===== src/sv/polygon_fan_triangulator_defines.svh =====
// Assertion macros for the top-level file, the only file that carries checks.
`ifndef POLYGON_FAN_TRIANGULATOR_DEFINES_SVH
`define POLYGON_FAN_TRIANGULATOR_DEFINES_SVH

`ifndef ASSERT_OFF
`define PFT_ASSERT_CLK(lbl, clk_s, rst_s, prop, msg) \
  lbl: assert property (@(posedge clk_s) disable iff (!rst_s) prop) else $error(msg);
`define PFT_ASSERT(lbl, prop, msg) `PFT_ASSERT_CLK(lbl, clk, rst_n, prop, msg)
`else
`define PFT_ASSERT_CLK(lbl, clk_s, rst_s, prop, msg)
`define PFT_ASSERT(lbl, prop, msg)
`endif

`endif


===== src/sv/pft_pkg.sv =====
package pft_pkg;

  localparam int MAX_FACE_VERTICES_DEF = 16;
  localparam int COORD_W = 24;
  localparam int DIFF_W = COORD_W + 1;
  localparam int PROD_W = 2 * DIFF_W;
  localparam int NORM_W = 51;
  localparam int TRI_VERTS = 3;
  localparam int QUAD_VERTS = 4;

  typedef logic [2:0][COORD_W-1:0] vtx_t;

  typedef enum logic [3:0] {
    S_IDLE,
    S_CHK,
    S_DIV,
    S_RDA,
    S_RDB,
    S_RDC,
    S_LDC,
    S_DIFF,
    S_MUL,
    S_NORM,
    S_EM0,
    S_EM1,
    S_EM2
  } state_t;

  typedef enum logic [1:0] {
    VSEL_A,
    VSEL_B,
    VSEL_C
  } vsel_t;

  typedef struct packed {
    logic  clr_face;
    logic  div_go;
    logic  ld_a;
    logic  ld_b;
    logic  ld_c;
    logic  c_cent;
    logic  diff_en;
    logic  mul_en;
    logic  norm_en;
    logic  emit;
    vsel_t emit_sel;
    logic  run_last;
  } cmd_t;

  typedef struct packed {
    logic div_busy;
  } sts_t;

endpackage


===== src/sv/pft_ctrl.sv =====
module pft_ctrl #(
  parameter int AW = 4,
  parameter int CW = 5
) (
  input  logic           clk,
  input  logic           rst_n,
  input  logic           start,
  input  logic           face_end,
  input  logic [CW-1:0]  count,
  input  pft_pkg::sts_t  sts,
  output pft_pkg::cmd_t  cmd,
  output logic [AW-1:0]  rd_addr,
  output logic           busy
);
  import pft_pkg::*;

  state_t        state_r, state_nxt;
  logic [CW-1:0] n_r, n_nxt;
  logic [CW-1:0] i_r, i_nxt;
  logic          fan, quad, last_tri;
  logic [CW-1:0] i_next_wrap;
  logic [AW-1:0] ia, ib, ic;

  assign busy = (state_r != S_IDLE);
  assign fan = (n_r > CW'(QUAD_VERTS));
  assign quad = (n_r == CW'(QUAD_VERTS));
  assign i_next_wrap = ((i_r + CW'(1)) == n_r) ? '0 : i_r + CW'(1);

  always_comb begin
    if (fan) begin
      last_tri = ((i_r + CW'(1)) == n_r);
    end else if (quad) begin
      last_tri = (i_r != '0);
    end else begin
      last_tri = 1'b1;
    end
  end

  // The second quad triangle is (v2, v3, v0); fan triangles take the centroid as c.
  always_comb begin
    if (fan) begin
      ia = i_r[AW-1:0];
      ib = i_next_wrap[AW-1:0];
      ic = '0;
    end else if (quad && (i_r != '0)) begin
      ia = AW'(2);
      ib = AW'(3);
      ic = '0;
    end else begin
      ia = '0;
      ib = AW'(1);
      ic = AW'(2);
    end
  end

  always_comb begin
    state_nxt = state_r;
    n_nxt = n_r;
    i_nxt = i_r;
    case (state_r)
      S_IDLE: begin
        if (start && face_end) begin
          state_nxt = S_CHK;
        end
      end
      S_CHK: begin
        n_nxt = count;
        i_nxt = '0;
        if (count < CW'(TRI_VERTS)) begin
          state_nxt = S_IDLE;
        end else if (count > CW'(QUAD_VERTS)) begin
          state_nxt = S_DIV;
        end else begin
          state_nxt = S_RDA;
        end
      end
      S_DIV: begin
        if (!sts.div_busy) begin
          state_nxt = S_RDA;
        end
      end
      S_RDA:  state_nxt = S_RDB;
      S_RDB:  state_nxt = S_RDC;
      S_RDC:  state_nxt = S_LDC;
      S_LDC:  state_nxt = S_DIFF;
      S_DIFF: state_nxt = S_MUL;
      S_MUL:  state_nxt = S_NORM;
      S_NORM: state_nxt = S_EM0;
      S_EM0:  state_nxt = S_EM1;
      S_EM1:  state_nxt = S_EM2;
      S_EM2: begin
        if (last_tri) begin
          state_nxt = S_IDLE;
        end else begin
          i_nxt = i_r + CW'(1);
          state_nxt = S_RDA;
        end
      end
      default: state_nxt = S_IDLE;
    endcase
  end

  always_ff @(posedge clk) begin
    if (!rst_n) begin
      state_r <= S_IDLE;
      n_r <= '0;
      i_r <= '0;
    end else begin
      state_r <= state_nxt;
      n_r <= n_nxt;
      i_r <= i_nxt;
    end
  end

  always_comb begin
    cmd = '0;
    cmd.emit_sel = VSEL_A;
    cmd.c_cent = fan;
    rd_addr = ia;
    case (state_r)
      S_CHK: begin
        cmd.clr_face = 1'b1;
        cmd.div_go = (count > CW'(QUAD_VERTS));
      end
      S_RDB: begin
        rd_addr = ib;
        cmd.ld_a = 1'b1;
      end
      S_RDC: begin
        rd_addr = ic;
        cmd.ld_b = 1'b1;
      end
      S_LDC:  cmd.ld_c = 1'b1;
      S_DIFF: cmd.diff_en = 1'b1;
      S_MUL:  cmd.mul_en = 1'b1;
      S_NORM: cmd.norm_en = 1'b1;
      S_EM0: begin
        cmd.emit = 1'b1;
        cmd.emit_sel = VSEL_A;
      end
      S_EM1: begin
        cmd.emit = 1'b1;
        cmd.emit_sel = VSEL_B;
      end
      S_EM2: begin
        cmd.emit = 1'b1;
        cmd.emit_sel = VSEL_C;
        cmd.run_last = last_tri;
      end
      default: begin
        cmd.emit = 1'b0;
      end
    endcase
  end

endmodule


===== config.mk =====
export PLATFORM = sky130hd
export DESIGN_NAME = pft_ctrl
export DESIGN_NICKNAME = d
export VERILOG_FILES = /design/src/sv/polygon_fan_triangulator_defines.svh /design/src/sv/pft_pkg.sv /design/src/sv/pft_ctrl.sv
export SDC_FILE = /design/constraint.sdc
export NUM_CORES = 1
export LEC_CHECK = 0
export BUFFER_PORTS_ARGS = -buffer_cell sky130_fd_sc_hd__buf_2
export CORE_MARGIN = 3
export CORE_UTILIZATION = 57
export DETAILED_ROUTE_END_ITERATION = 7
export PLACE_DENSITY = 0.95
export SLEW_MARGIN = 15
export SYNTH_ARGS = -nofsm -noshare
export SYNTH_HDL_FRONTEND = slang
export SYNTH_SLANG_ARGS = --single-unit
export TNS_END_PERCENT = 100

===== constraint.sdc =====
create_clock -name clk -period 3.36 [get_ports clk]
set_input_delay 0 -clock clk [delete_from_list [all_inputs] [get_ports clk]]
set_output_delay 0 -clock clk [all_outputs]
set_load 0.02 [all_outputs]

After elaboration in Yosys (flattened, before gate mapping) --
Cells that the tools add are included.
Word-level totals: input port bits 10, flip-flop bits (word level) 14
Operators by class: reduce and logical (&&, ||, !) cells 9, add/sub/neg operators 1, magnitude comparators 3, multiplexer cells 28, equal/unequal tests 17
Operator list (count):
- $pmux W4 S13 | 1
- $eq A4 B4 Y1 const B | 5
- $mux W4 | 5
- $eq A4 B3 Y1 const B | 4
- $mux W2 | 7
- $mux W1 | 11
- $gt A5 B3 Y1 const B | 2
- $pmux W5 S2 | 1
- $eq A4 B2 Y1 const B | 2
- $pmux W4 S2 | 1
- $ne A2 B2 Y1 const B | 3
- $add A5 B1 Y5 const B | 1
- $eq A5 B3 Y1 const B | 1
- $eq A5 B5 Y1 | 1
- $lt A5 B2 Y1 const B | 1
- $mux W5 | 1
- $reduce_bool A5 Y1 | 1
- $eq A4 B1 Y1 const B | 1
- $logic_not A4 Y1 | 1
- $pmux W2 S2 | 1
- $reduce_and A2 Y1 | 2
- $reduce_bool A4 Y1 | 1
- $reduce_or A3 Y1 | 1
- $logic_and A1 B1 Y1 | 2
- $reduce_bool A2 Y1 | 1

Logic depth before layout (Yosys ltp) --
word-level depth 5, gate-level depth with buffers 8, gate-level depth less buffers 7

Worst setup path after synthesis --
OpenSTA, ideal clock, no wires.
path type register to register, start point register i_r[0], end point register i_r[3], arrival 1.975 ns, setup time 0.072 ns, data required time 3.288 ns, path buffers 1, setup slack 1.313 ns, cell stages (with the launch flop) 8, path through dfxtp_1 -> ha_1 -> nor3b_1 -> o21a_1 -> o311a_1 -> buf_2 -> a2111oi_2 -> mux2i_1
On the way: longest elaborated chain between the ends 5, elaborated cells on any way between the ends 9, classes of those cells 1 x add/sub; 2 x eq/ne; 4 x mux; 2 x reduce/logical
RTL lines:
- start: declaration | line pft_ctrl.sv:19 | logic [CW-1:0] i_r, i_nxt;
- start signal: assignment | line pft_ctrl.sv:111 | i_r <= i_nxt;
- $add A5 B1 Y5 / $reduce_bool A5 Y1 (equally long branches) | line pft_ctrl.sv:31, pft_ctrl.sv:95, pft_ctrl.sv:33
- $eq A5 B5 Y1 / $mux W1 (equally long branches) | line pft_ctrl.sv:31, pft_ctrl.sv:32
- $mux W1 | line pft_ctrl.sv:30 | if (fan) begin
- $ne A2 B2 Y1 (no source line)
- $reduce_and A2 Y1 (no source line)
Parallel ways exist; a longest one is shown, timed or not. The select of a mux whose other input is x is not followed. A chain may end at the register's enable or synchronous reset.

Final worst setup path --
start point register i_r[0], end point output port rd_addr[3]
On the way: longest elaborated chain between the ends 5
RTL lines:
- $add A5 B1 Y5 (*) | line pft_ctrl.sv:27 | assign i_next_wrap = ((i_r + CW'(1)) == n_r) ? '0 : i_r + CW'(1);
- $eq A5 B5 Y1 | line pft_ctrl.sv:27
- $mux W4 (*) | line pft_ctrl.sv:27
- $mux W4 (*) | line pft_ctrl.sv:41 | if (fan) begin
- $pmux W4 S2 (*) | line pft_ctrl.sv:120 | case (state_r)
- end: declaration | line pft_ctrl.sv:12 | output logic [AW-1:0] rd_addr,
Mark *: on every way between the ends. The rest lies on a longest branch, timed or not.

==> impl_metrics.tcl <==
set metrics [dict create \
    status "complete, no violations" \
    holdPathStages 3 \
    syn_inst 158 \
    die_h_um 51.5 \
    synth_adder_area_share_pct 2.12 \
    via_per_inst 6.34 \
    timing.final.crit_share_pct 80.0 \
    nNetsFinal 191 \
    startpoint_type "flip-flop" \
    core_um2 1840 \
    io_pins 28 \
    synthMuxAreaShare_pct 5.20 \
    post_cts_buffers 0 \
    track_usage_pct 25.8 \
    syn_to_final_growth_pct 13.1 \
    peakVddDrop_mv 0.325 \
    nFillCells 176 \
    utilization_pct 72.4 \
    instances_no_fill 203 \
    cts_buffers 3 \
    start_util_pct 64.1 \
    worst-endpoint-arrival_ps 2690 \
    seq_power_share_pct 43.1 \
    rsz0062_at_grt "false" \
    vias 1287 \
    root_buffer "clkbuf_4" \
    ys_seq_elements 14 \
    yosys.area_share.simple_pct 29.0 \
    die_width_um 51.5 \
    crit_fanout 11 \
    synth_area_leader_cell "dfxtp_1" \
    wl_met2_mm 1.60 \
    htree_levels 1 \
    first_global_vias 1230 \
    multiInputGateArea_um2 811 \
    path_delay_family "compound AO/OA/AOI/OAI gates" \
    clk_latency_ps 290 \
    synth_area_per_cell_um2 7.46 \
    cts_tree "done" \
    path_cells "inv_1 -> ha_1 -> xor2_1 -> a211oi_1 -> o311a_1 -> nor3_1 -> a211o_1 -> buf_2" \
    reg2reg_depth 7 \
    swShare_pct 36.1 \
    hold_viol_final 0 \
    synth_top_family_by_area "simple AND/OR/NAND/NOR gates" \
    startpoint "i_r[0]" \
    syn_nets 170 \
    route.detailed.drc 0 \
    powerDensity_nw_per_um2 336 \
    rr_endpoint "state_r[1]" \
    endpoint "rd_addr[3]" \
    synth_seq_area_share_pct 23.8 \
    power_frac_clock_pct 28.0 \
    path_buf_inv 2 \
    rows 15 \
    ff_latch_area_um2 280 \
    path_clk_slew_ps 90 \
    fin_worst_skew_ps 5.95 \
    syn_area_um2 1180 \
    ant_nets 0 \
    drv_cap 0 \
    fin_setup_tns_ps 0 \
    setup_viol 0 \
    p_comb_share_pct 28.9 \
    cts_max_path_buffers 2 \
    placement.io_buffers 27 \
    ys_types 45 \
    hold_class "in -> reg" \
    rrSetupSlack_ps 990 \
    wl_met3_um 308 \
    grt_pass1_wl_mm 5.24 \
    worstPathRequired_ps 3360 \
    cp.depth 8 \
    p_switching_uw 162 \
    highest_layer "met4" \
    synth_xor_area_share_pct 3.72 \
    n_antenna_cell 0 \
    dieArea_um2 2650 \
    clock-sinks 14 \
    slew_headroom_pct 55.5 \
    worst_pin_slew_ps 662 \
    critPathMaxStageDelay_ps 500 \
    dp_hpwl_mm 2.44 \
    timing.final.crit_period_ps 2690 \
    max_freq_mhz 372 \
    grt_max_degree 18 \
    leakage_nw 0.559 \
    wl_met1_mm 1.21 \
    p_int_uw 286 \
    synth_top_cell_area_share_pct 23.8 \
    grt_overflow 0 \
    detail_route.iter0.violations 56 \
    drt-total-wl_mm 3.20 \
    avgRoutedWirePerCell_um 15.7 \
    finalMaxSlewViolations 0 \
    antenna_found_initial 0 \
    layout-drive-gt1-share_pct 21.3 \
    first_pass_iters 4 \
    place_congestion 0.911 \
    cp-end-kind "output pin" \
    ys_warn_count 0 \
    cp_slowest_cell "o311a_1" \
    synth-compound-area-share_pct 28.8 \
    timing.rr.start "i_r[0]" \
    dpl.cell_count 197 \
    critPathKind "reg -> out" \
    synth_area_leaders "dfxtp_1, nand2_1, a21oi_1" \
]
per-layer routing:
layer | vias up | track usage, %
met5 | - | 0
met4 | 0 | 7.86
met3 | 12 | 5.83
met2 | 84 | 45.3
met1 | 582 | 31.0
li1 | 609 | -
layout by cell type (no fill, tap or decap), types with 3 or more instances in the layout:
master | synthesis | routed
nand2_1 | 22 | 22
nor2b_1 | 3 | 3
o21ai_0 | 5 | 5
a211o_1 | 3 | 3
xnor2_1 | 3 | 3
dfxtp_1 | 14 | 14
inv_1 | 4 | 4
nor2_1 | 13 | 13
clkbuf_4 | 0 | 3
nand3_1 | 6 | 6
nor3_1 | 6 | 6
o21a_1 | 4 | 4
buf_2 | 4 | 27
a21boi_0 | 5 | 5
nand2b_1 | 7 | 7
a31oi_1 | 4 | 4
a21oi_1 | 10 | 10
mux2i_1 | 5 | 5
area by class of cell:
| cell class | count | area share (%) |
|---|---|---|
| Multi-Input combinational cell | 126 | 60.8 |
| Sequential cell | 14 | 21.0 |
| Timing Repair Buffer | 29 | 11.6 |
| Clock buffer | 4 | 2.72 |
| Tap cell | 25 | 2.35 |
| Inverter | 5 | 1.41 |
worst reg2reg max path, stage by stage (launching register included):
cell and delay [ps]:
dfxtp_1 470, inv_1 100, ha_1 350, xor2_1 150, a211oi_1 260, o311a_1 500, a211oi_2 200, o21a_1 230
sequential cells by signal, indices dropped and copies added, names as in the netlist:
signal   cells
state_r      4
n_r          5
i_r          5
how the worst min path moves through the flow:
stage                         from  endpoint
after floorplan           count[0]    n_r[0]
after global placement    count[4]    n_r[4]
after detailed placement  count[3]    n_r[3]
after CTS                 count[1]    n_r[1]
after global routing      count[0]    n_r[0]
final                     count[1]    n_r[1]
cell usage after synthesis:
| master | n |
|---|---|
| and2_4 | 1 |
| buf_2 | 4 |
| mux2_2 | 1 |
| o32ai_2 | 1 |
| o21ai_0 | 5 |
| nor4b_2 | 1 |
| nand2_1 | 22 |
| o21a_1 | 4 |
| xnor2_1 | 3 |
| a21o_1 | 1 |
| a21oi_1 | 10 |
| a211o_1 | 3 |
| nand4b_1 | 1 |
| o311a_1 | 1 |
| o41ai_1 | 2 |
| and2_1 | 1 |
| nand3_1 | 6 |
| nor2_1 | 13 |
| a211oi_2 | 1 |
| nor4_1 | 1 |
| or2_2 | 1 |
| nand4bb_1 | 1 |
| inv_1 | 4 |
| a22o_1 | 2 |
| buf_6 | 1 |
| ha_1 | 2 |
| nor3b_1 | 2 |
| clkinv_1 | 1 |
| dfxtp_1 | 14 |
| nor3_1 | 6 |
| or4b_1 | 1 |
| a211oi_1 | 2 |
| a311o_1 | 1 |
| buf_4 | 2 |
| mux2i_1 | 5 |
| o31ai_1 | 1 |
| nand2b_1 | 7 |
| clkbuf_1 | 6 |
| nor2b_1 | 3 |
| o2bb2ai_1 | 1 |
| a2111oi_2 | 1 |
| a31oi_1 | 4 |
| xor2_1 | 2 |
| o21bai_1 | 1 |
| a21boi_0 | 5 |
what timing repair did:
action                                  CTS  global route
endpoints found under the setup margin    0             0
gates resized for setup                   0             0
hold endpoints to repair                  2             0
hold buffers                              2             0
through the flow:
stage | setup slack, ps | hold slack, ps | area [um^2] | power, mW
after floorplan | 1310 | 145 | 1180 | 0.290
after global placement | 1190 | 266 | 1280 | 0.314
after detailed placement | 1030 | 273 | 1280 | 0.321
after CTS | 726 | 11.0 | 1330 | 0.443
after global routing | 536 | 35.6 | 1330 | 0.467
final | 671 | 2.97 | 1330 | 0.448
cell families (layout without fill, tap and decap cells):
| logic type | count (synthesis) | in the layout |
|---|---|---|
| buffers and inverters | 18 | 38 |
| AND/OR/NAND/NOR | 67 | 67 |
| XOR/XNOR | 5 | 5 |
| adder cells (fa/ha/maj) | 2 | 2 |
| AO/OA/AOI/OAI | 46 | 46 |
| flip-flops | 14 | 14 |
| multiplexers | 6 | 6 |
power groups by stage:
stage / logic (mW) / registers, mW / clock network [mW]
floorplan: 0.104 / 0.186 / 0
detailed placement: 0.125 / 0.196 / 0
finish: 0.129 / 0.193 / 0.126
CTS: 0.127 / 0.192 / 0.124
global route: 0.141 / 0.195 / 0.131
global placement: 0.118 / 0.195 / 0
Power figures use the tool's default switching activity.
